### config.mk
export PLATFORM = sky130hd
export DESIGN_NAME = bfa_zero_find
export DESIGN_NICKNAME = d
export VERILOG_FILES = /design/src/rtl/bfa_pkg.sv /design/src/rtl/bfa_zero_find.sv
export SDC_FILE = /design/constraint.sdc
export NUM_CORES = 1
export LEC_CHECK = 0
export BUFFER_PORTS_ARGS = -buffer_cell sky130_fd_sc_hd__buf_2
export CAP_MARGIN = 40
export CORE_AREA = 2 2 39 41
export DETAILED_ROUTE_END_ITERATION = 8
export DIE_AREA = 0 0 41 43
export GPL_TIMING_DRIVEN = 0
export PLACE_DENSITY_LB_ADDON = 0.1
export SETUP_SLACK_MARGIN = 0.3
export SYNTH_ARGS = -nofsm -noshare
export SYNTH_HDL_FRONTEND = slang
export SYNTH_SLANG_ARGS = --single-unit
### constraint.sdc
create_clock -name vclk -period 1.1
set_clock_uncertainty 0.15 [all_clocks]
set_input_delay 0.165 -clock vclk [all_inputs]
set_output_delay 0.165 -clock vclk [all_outputs]
set_load 0.05 [all_outputs]
### src/rtl/bfa_pkg.sv
// ----------------------------------------------------------------------------
// Bitmap frame allocator package
// Command and status codes and the bitmap word geometry shared by the finder,
// the top level, the checker and the testbench.
package bfa_pkg;

  // Request commands.
  localparam logic [1:0] CMD_ALLOC   = 2'd0;
  localparam logic [1:0] CMD_FREE    = 2'd1;
  localparam logic [1:0] CMD_RESERVE = 2'd2;

  // Response status codes.
  localparam logic [1:0] ST_OK      = 2'd0;
  localparam logic [1:0] ST_NONE    = 2'd1;
  localparam logic [1:0] ST_INVALID = 2'd2;

  // Bitmap words are 64 frames wide, made of eight bytes of eight frames.
  localparam int WORD_BITS  = 64;
  localparam int WORD_SHIFT = 6;
  localparam int BYTE_BITS  = 8;
  localparam int BYTE_SEL_W = 3;

  typedef logic [WORD_BITS-1:0] word_t;
  typedef logic [BYTE_BITS-1:0] byte_t;

endpackage

### src/rtl/bfa_zero_find.sv
// ----------------------------------------------------------------------------
// Bitmap frame allocator lowest-zero finder
// Shared search unit: locates the lowest clear bit of an eight-bit vector.
// ----------------------------------------------------------------------------
module bfa_zero_find import bfa_pkg::*; (
  input  byte_t                 vec,
  output logic                  found,
  output logic [BYTE_SEL_W-1:0] idx
);

  // Priority search from bit 7 downward; the last clear bit seen, the lowest, wins.
  always_comb begin
    found = 1'b0;
    idx   = '0;
    for (int i = BYTE_BITS - 1; i >= 0; i--) begin
      if (!vec[i]) begin
        found = 1'b1;
        idx   = BYTE_SEL_W'(i);
      end
    end
  end

endmodule

* Yosys cells after proc, flatten, opt, wreduce, memory -nomap -nowiden
Index checks and enable logic that the tools add are counted.
Word-level totals: input bits 8, flip-flop bits (word level) 0, output and inout port bits 4, word-level logic and storage cells 16
Operators by class: mux-type cells 16
Operators with widths (number):
- two-way mux 3 bit | 8
- two-way mux 1 bit | 8

* Depth between registers and ports, before layout
Gate-level depths: netlist of the first run.
word-level depth 8, gate-level depth with buffers 3, mapped depth without buffers 3

* Worst setup path before layout of the first run
No wires, ideal clock.
path type input port to output port, start point in vec[3], end point out idx[1], data required time 785 ps, slack -171 ps, stages 3, arrival time 956 ps, path buffers 0, path through nand2_1 -> a31oi_1 -> nor2_1
Between the ends: word-level cells in the longest chain between the ends 4
Ends and longest elaborated chain:
- start, declared | line bfa_zero_find.sv:6 | input byte_t vec,
- two-way mux 3 bit (4 in a row) | line bfa_zero_find.sv:16 | if (!vec[i]) begin
- end, declared | line bfa_zero_find.sv:8 | output logic [BYTE_SEL_W-1:0] idx
Every way passes these cells.

* Final worst setup path of the first run
start point in vec[2], end point out idx[0]
Between the ends: word-level cells in the longest chain between the ends 3
Ends and longest elaborated chain (line):
- two-way mux 3 bit (3 in a row) | bfa_zero_find.sv:16
Every way passes these cells.

==> summary.md, run 1 <==
| Metric | Value |
|---|---|
| Outcome | `complete, but fails checks` |
| Failing checks | `negative setup slack` |
| Routed wire length | `467 um` |
| DRT antenna net count | `0` |
| Netlist Area Pre-Place | `78.83 um2` |
| Area taken by flip-flops and latches | `0 um2` |
| DIE AREA | `0.001763 mm2` |
| Final non-filler cell total | `44` |
| Hold Violations, Final | `0` |
| Die W | `41 um` |
| DR WL/cell | `10.61 um` |
| Vias in the first global route | `171` |
| FF+latch count | `0` |
| Design area | `444.2 um2` |
| Placed cell count | `44` |
| Die height | `43 um` |
| Routability congestion estimate | `0.6377` |
| Synthesis-to-finish area growth | `463.5%` |
| Grt ovf | `0` |
| Crit start category | `input port` |
| Starting Density | `5.696%` |
| Synth Net Count | `24` |
| Area of the core | `0.001384 mm2` |
| Hold path depth | `4` |
| Crit. End Element | `primary output` |
| Initial antenna violation count | `0` |
| Ant diodes | `0` |
| Pre-Repair DR Iteration Count | `1` |
| Max Slew Vio Count | `0` |
| Pwr Total | `0.1892 mW` |
| Hold Slack | `0.5498 ns` |
| Max-cap violations | `0` |
| Cell Area, Placed | `252.7 um2` |
| Endpoints failing setup | `1` |
| All-Layer GR Usage | `5.894%` |
| # rows | `14` |
| Synth top area share | `28.57%` |
| RSZ-0062 raised after global routing | `yes` |
| Iteration-0 DRC Markers | `0` |
| Actual slew at the worst max-slew pin | `0.1632 ns` |
| Via density | `3.659` |
| First-pass GRT wire length | `759 um` |
| Pleak | `0.1587 nW` |
| Setup TNS | `-0.001414 ns` |
| Mean post-synth cell area | `4.927 um2` |
| Distinct cells, synth | `8` |
| # clk buffers | `0` |
| WS Path Type | `in -> out` |
| I/O Pins | `12` |
| Layout cells sized above 1 | `100.0%` |
| Type of the worst min-delay path | `in -> out` |
| Tcrit/Tclk final | `100.1%` |
| CP max FO | `3` |
| Cell count after synthesis | `16` |
| Largest net degree at the start of global routing | `5` |
| Min Tclk post-route | `1.101 ns` |
| Sequential share of the synthesized area | `0%` |
| Vias | `161` |
| I/O Buffers | `12` |
| Filler cells | `140` |
| Synth warnings | `0` |
| Highest Clock Rate | `0.9079 GHz` |
| VDD IR max | `0.1894 mV` |
| Final worst setup slack | `-0.001414 ns` |
| Top post-synthesis cells by area | `nand2_1 29%, nor2_1 14%, a41o_1 13%` |
| CP Data Required Time | `0.78 ns` |
| Remaining DRCs | `0` |
| Worst path arrival time | `0.79 ns` |
| NumNets Final | `38` |
| Hold Buf Count CTS | `0` |
| Slew headroom | `89.12%` |
| Setup WS pre-CTS | `-0.1631 ns` |
| Largest area contributor in the netlist | `nand2_1` |
| Final Util | `32.10%` |
| PD cells | `425.9 mW/mm2` |
synth_stat cells:
library cell / instances
nor2_1: 3
o21ai_1: 1
o22ai_1: 1
nor3_2: 1
inv_1: 2
nand2_1: 6
a31oi_1: 1
a41o_1: 1
cell usage in the layout (no fill, tap or decap):
master,Yosys,final
a31oi_4,0,1
a41o_4,0,1
buf_12,0,4
buf_6,0,3
buf_8,0,5
inv_4,0,1
inv_8,0,1
nand2_2,0,1
nand2_4,0,2
nand2_8,0,3
nor2_4,0,3
nor3_4,0,1
o21ai_4,0,1
o22ai_4,0,1
metal layers:
metal	vias to the layer above	global-route usage, %	routed length (um)
li1	80	-	-
met1	72	7.595	154
met2	9	10.94	271
met3	0	0	41
met4	0	0	0
met5	-	0	0
critical path, cell delays in order:
cell and delay, ns:
buf_12 0.11, nand2_4 0.07, o22ai_4 0.06, a41o_4 0.24, buf_8 0.14
final timing paths:
| path | end | start |
|---|---|---|
| setup / recovery | idx[0] | vec[2] |
| hold / removal | idx[2] | vec[3] |
cells by family (layout without fill, tap and decap cells):
logic type	Yosys count	count (layout)	share of synthesized area, %
compound gates	4	4	34.93
simple gates	10	10	55.55
buf+inv	2	14	9.527
layout make-up:
| type | instances | area [um2] | area share (%) |
|---|---|---|---|
| multi-input combinational | 14 | 217.7 | 49.01 |
| timing repair buffer | 12 | 188.9 | 42.54 |
| inverter | 2 | 17.52 | 3.944 |
| tap | 16 | 20.02 | 4.507 |
timing repair:
item | in CTS | in global routing
pin swaps | 5 | 5
setup buffers | 0 | 0
endpoints found under the setup margin | 4 | 4
gates resized for setup | 30 | 20
report_power, final:
part	total, mW	switching, mW	internal [mW]
clock network	0	0	0
logic	0.189	0.0920	0.0972
registers	0	0	0
No activity file was read; power rests on OpenSTA's default activity.
==> run 2: changes to the inputs <==
Settings changed: REMOVE_ABC_BUFFERS set to 1, SKIP_LAST_GASP set to 1.
Clock period 1.1 ns to 1.13 ns, I/O delays scaled along.
==> summary.md, run 2 (same netlist as run 1, synthesis figures left out) <==
| Metric | Value |
|---|---|
| Outcome | `finished clean` |
| Filler cells | `157` |
| Setup TNS | `0 ns` |
| Type of the worst min-delay path | `in -> out` |
| Commonest cells after routing, fill and taps aside | `9 x buf_6, 3 x nand2_4, 3 x nand2_2, 3 x buf_8` |
| Placed cell count | `44` |
| Remaining DRCs | `0` |
| Min-delay src | `vec[3]` |
| Tcrit/Tclk final | `94.79%` |
| Comb pwr share | `100.0%` |
| Endpoints failing setup | `0` |
| # clk buffers | `0` |
| Vias in the first global route | `132` |
| Largest net degree at the start of global routing | `5` |
| PD cells | `393.3 mW/mm2` |
| RSZ-0062 raised after global routing | `yes` |
| Sequential power share | `0%` |
| DR WL/cell | `8.295 um` |
| Worst Setup SP | `vec[2]` |
| Pre-Repair DR Iteration Count | `1` |
| Starting Density | `5.696%` |
| Hold Slack | `0.5549 ns` |
| CP max FO | `3` |
| Crit start category | `input port` |
| Die height | `43 um` |
| Crit. End Element | `primary output` |
| Most common cell after layout, fill and taps aside | `buf_6` |
| Ant diodes | `0` |
| CP Data Required Time | `0.81 ns` |
| VDD IR max | `0.1236 mV` |
| All-Layer GR Usage | `3.696%` |
| Crit-path cells | `buf_8 -> nand2_2 -> o22ai_1 -> a41o_1 -> buf_6` |
| Routability congestion estimate | `0.6691` |
| Pwr Total | `0.1156 mW` |
| Clk pwr share | `0%` |
| Min Tclk post-route | `1.071 ns` |
| Layout cells sized above 1 | `85.71%` |
| I/O Pins | `12` |
| Final non-filler cell total | `44` |
| Max-cap violations | `0` |
| Highest Clock Rate | `0.9336 GHz` |
| Slew headroom | `89.31%` |
| First-pass GRT wire length | `496 um` |
| DRT antenna net count | `0` |
| Hold Violations, Final | `0` |
| Initial antenna violation count | `0` |
| Iteration-0 DRC Markers | `0` |
| Setup Buffers After CTS | `0` |
| DIE AREA | `0.001763 mm2` |
| # rows | `14` |
| Die W | `41 um` |
| Area taken by flip-flops and latches | `0 um2` |
| Sw Ratio | `50.95%` |
| FF+latch count | `0` |
| Max Slew Vio Count | `0` |
| Internal power | `0.05672 mW` |
| Hold Buf Count CTS | `0` |
| Via density | `3.545` |
| Worst path arrival time | `0.75 ns` |
| Worst path max stage delay | `0.21 ns` |
| I/O Buffers | `12` |
| Pleak | `0.1333 nW` |
| Critical-path top delay cell | `a41o_1` |
| Actual slew at the worst max-slew pin | `0.1594 ns` |
| Vias | `156` |
| Final Util | `21.25%` |
| WS Path Type | `in -> out` |
| Switching pwr | `0.05893 mW` |
| Synthesis-to-finish area growth | `273.0%` |
| NumNets Final | `38` |
| DP HPWL | `274.9 um` |
| Routed wire length | `365 um` |
| Grt ovf | `0` |
| Area of the core | `0.001384 mm2` |
==> run 2: path summary, 6_finish.rpt <==
| check | slack, ns | cells after the start | endpoint |
|---|---|---|---|
| max | 0.06 | 5 | idx[0] |
| min | 0.55 | 4 | idx[2] |
==> run 2: what timing repair did <==
item,in CTS,in global routing
endpoints found under the setup margin,4,4
gates resized for setup,22,13
pin swaps,8,10
==> run 2: per-layer routing <==
metal,wire length (um),track usage (%),vias to the layer above
met5,0,0,-
met4,0,0,0
met3,44,0.5236,0
met2,159,5.625,10
met1,161,5.696,66
li1,-,-,80
==> run 2: final cells by class <==
| class | count | area (um2) | area share [%] |
|---|---|---|---|
| multi-input cells | 14 | 120.1 | 40.85 |
| well taps | 16 | 20.02 | 6.809 |
| inverters | 2 | 7.507 | 2.553 |
| repair buffers | 12 | 146.4 | 49.79 |
==> run 2: metrics by stage <==
step | cell area (um2) | worst slack, ns
2_1_floorplan | 78.83 | -0.1501
3_3_place_gp | 158.9 | -0.03509
3_5_place_dp | 158.9 | -0.03166
4_1_cts | 242.7 | 0.06626
5_1_grt | 294.0 | 0.03382
6_report | 294.0 | 0.05886
==> run 2: worst max-delay path: cells and delay by family <==
kind / cells / cell delay [ns]
buf+inv: 2 / 0.25
compound gates: 2 / 0.27
simple gates: 1 / 0.05
==> run 2: power by group through the flow <==
stage / Sequential, mW / Combinational, mW / Clock [mW]
after detailed placement: 0 / 0.0670 / 0
after floorplan: 0 / 0.0404 / 0
final: 0 / 0.116 / 0
after CTS: 0 / 0.0982 / 0
after global placement: 0 / 0.0665 / 0
after global routing: 0 / 0.122 / 0
==> run 3: changes to the inputs <==
==> constraint.sdc (replaced) <==
create_clock -name vclk -period 1.13
set_clock_uncertainty 0.15 [all_clocks]
set_input_delay 0.1695 -clock vclk [all_inputs]
set_output_delay 0.1695 -clock vclk [all_outputs]
set_load 0.005 [all_outputs]
==> summary.md, run 3 (same netlist as run 1, synthesis figures left out) <==
| Metric | Value |
|---|---|
| Outcome | `finished clean` |
| Max Slew Vio Count | `0` |
| # rows | `14` |
| Most common cell after layout, fill and taps aside | `buf_2` |
| First-pass GRT wire length | `427 um` |
| Slew headroom | `91.53%` |
| I/O Buffers | `12` |
| NumNets Final | `38` |
| Actual slew at the worst max-slew pin | `0.1264 ns` |
| Endpoints failing setup | `0` |
| Layout cells sized above 1 | `78.57%` |
| Die height | `43 um` |
| CP max FO | `4` |
| Hold Buf Count CTS | `0` |
| Sw Ratio | `42.64%` |
| Pleak | `0.1175 nW` |
| All-Layer GR Usage | `3.197%` |
| RSZ-0062 raised after global routing | `yes` |
| Delay-heaviest family, CP | `compound AO/OA/AOI/OAI gates` |
| Ant diodes | `0` |
| I/O Pins | `12` |
| Critical-path top delay cell | `a41o_1` |
| Design area | `249.0 um2` |
| Remaining DRCs | `0` |
| Vias in the first global route | `114` |
| Internal power | `0.04481 mW` |
| Hold Violations, Final | `0` |
| Comb pwr share | `100.0%` |
| Initial antenna violation count | `0` |
| Final worst setup slack | `0.1229 ns` |
| Area of the core | `0.001384 mm2` |
| Worst path arrival time | `0.69 ns` |
| DRT antenna net count | `0` |
| Synthesis-to-finish area growth | `215.9%` |
| Routability congestion estimate | `0.6691` |
| Crit-path cells | `buf_8 -> nand2_2 -> o22ai_2 -> a41o_1 -> buf_2` |
| Starting Density | `5.696%` |
| Highest Clock Rate | `0.9929 GHz` |
| VDD IR max | `0.08965 mV` |
| Hold Path Sink | `idx[0]` |
| FF+latch count | `0` |
| Min Tclk post-route | `1.007 ns` |
| Min-delay src | `vec[2]` |
| Vias | `151` |
| Crit start category | `input port` |
| Largest net degree at the start of global routing | `5` |
| Commonest cells after routing, fill and taps aside | `6 x buf_2, 4 x buf_6, 3 x nand2_2` |
| Sequential power share | `0%` |
| Die W | `41 um` |
| PD cells | `313.8 mW/mm2` |
| Hold path depth | `3` |
| Clk pwr share | `0%` |
| Setup WS pre-CTS | `0.08893 ns` |
| Setup TNS | `0 ns` |
| Grt ovf | `0` |
| Area taken by flip-flops and latches | `0 um2` |
| Type of the worst min-delay path | `in -> out` |
| Setup Buffers After CTS | `0` |
| Worst path max stage delay | `0.19 ns` |
| Routed wire length | `322 um` |
| DIE AREA | `0.001763 mm2` |
| WS Path Type | `in -> out` |
| # clk buffers | `0` |
| Cell Area, Placed | `158.9 um2` |
| Max-cap violations | `0` |
| CP Data Required Time | `0.81 ns` |
| DP HPWL | `274.9 um` |
| Pre-Repair DR Iteration Count | `2` |
| DR WL/cell | `7.318 um` |
| Tcrit/Tclk final | `89.12%` |
| Switching pwr | `0.03332 mW` |
| WP buf/inv | `2` |
| Via density | `3.432` |
| Iteration-0 DRC Markers | `1` |
| Crit. End Element | `primary output` |
==> run 3: worst max path at each step <==
stage | start | to | slack (ns) | depth (start not counted)
6_report | vec[0] | idx[0] | 0.12 | 5
5_1_grt | vec[0] | idx[0] | 0.1 | 5
4_1_cts | vec[2] | idx[0] | 0.12 | 5
3_5_place_dp | vec[6] | idx[0] | 0.09 | 5
3_3_place_gp | vec[6] | idx[0] | 0.09 | 5
2_1_floorplan | vec[6] | idx[0] | 0.33 | 3
==> run 3: timing repair <==
item                                    CTS  global route
gates resized for setup                   6            18
pin swaps                                 5             6
endpoints found under the setup margin    4             4
==> run 3: per-layer routing <==
metal | global-route usage (%) | wire, um
met1 | 6.013 | 146
met3 | 0 | 54
met2 | 4.063 | 121
met4 | 0 | 0
met5 | 0 | 0
==> run 3: power by group through the flow <==
| stage | Sequential (mW) | Clock, mW | Combinational [mW] |
|---|---|---|---|
| after global routing | 0 | 0 | 0.0853 |
| after floorplan | 0 | 0 | 0.0185 |
| after detailed placement | 0 | 0 | 0.0451 |
| after CTS | 0 | 0 | 0.0547 |
| final | 0 | 0 | 0.0781 |
| after global placement | 0 | 0 | 0.0446 |
==> run 3: metrics by stage <==
stage	util, %	total power, mW	hold slack, ns	cells
after floorplan	-	0.01855	0.3248	16
after global placement	11.48	0.04464	0.5332	44
after detailed placement	11.48	0.04515	0.5335	44
after CTS	13.38	0.05474	0.5148	44
after global routing	17.99	0.08527	0.5328	44
final	17.99	0.07813	0.5139	44
==> run 3: final cells by class <==
cell class / count / area, um2
Fill cell: 160 / 1135
Inverter: 2 / 12.51
Multi-Input combinational cell: 14 / 111.4
Tap cell: 16 / 20.02
Timing Repair Buffer: 12 / 105.1
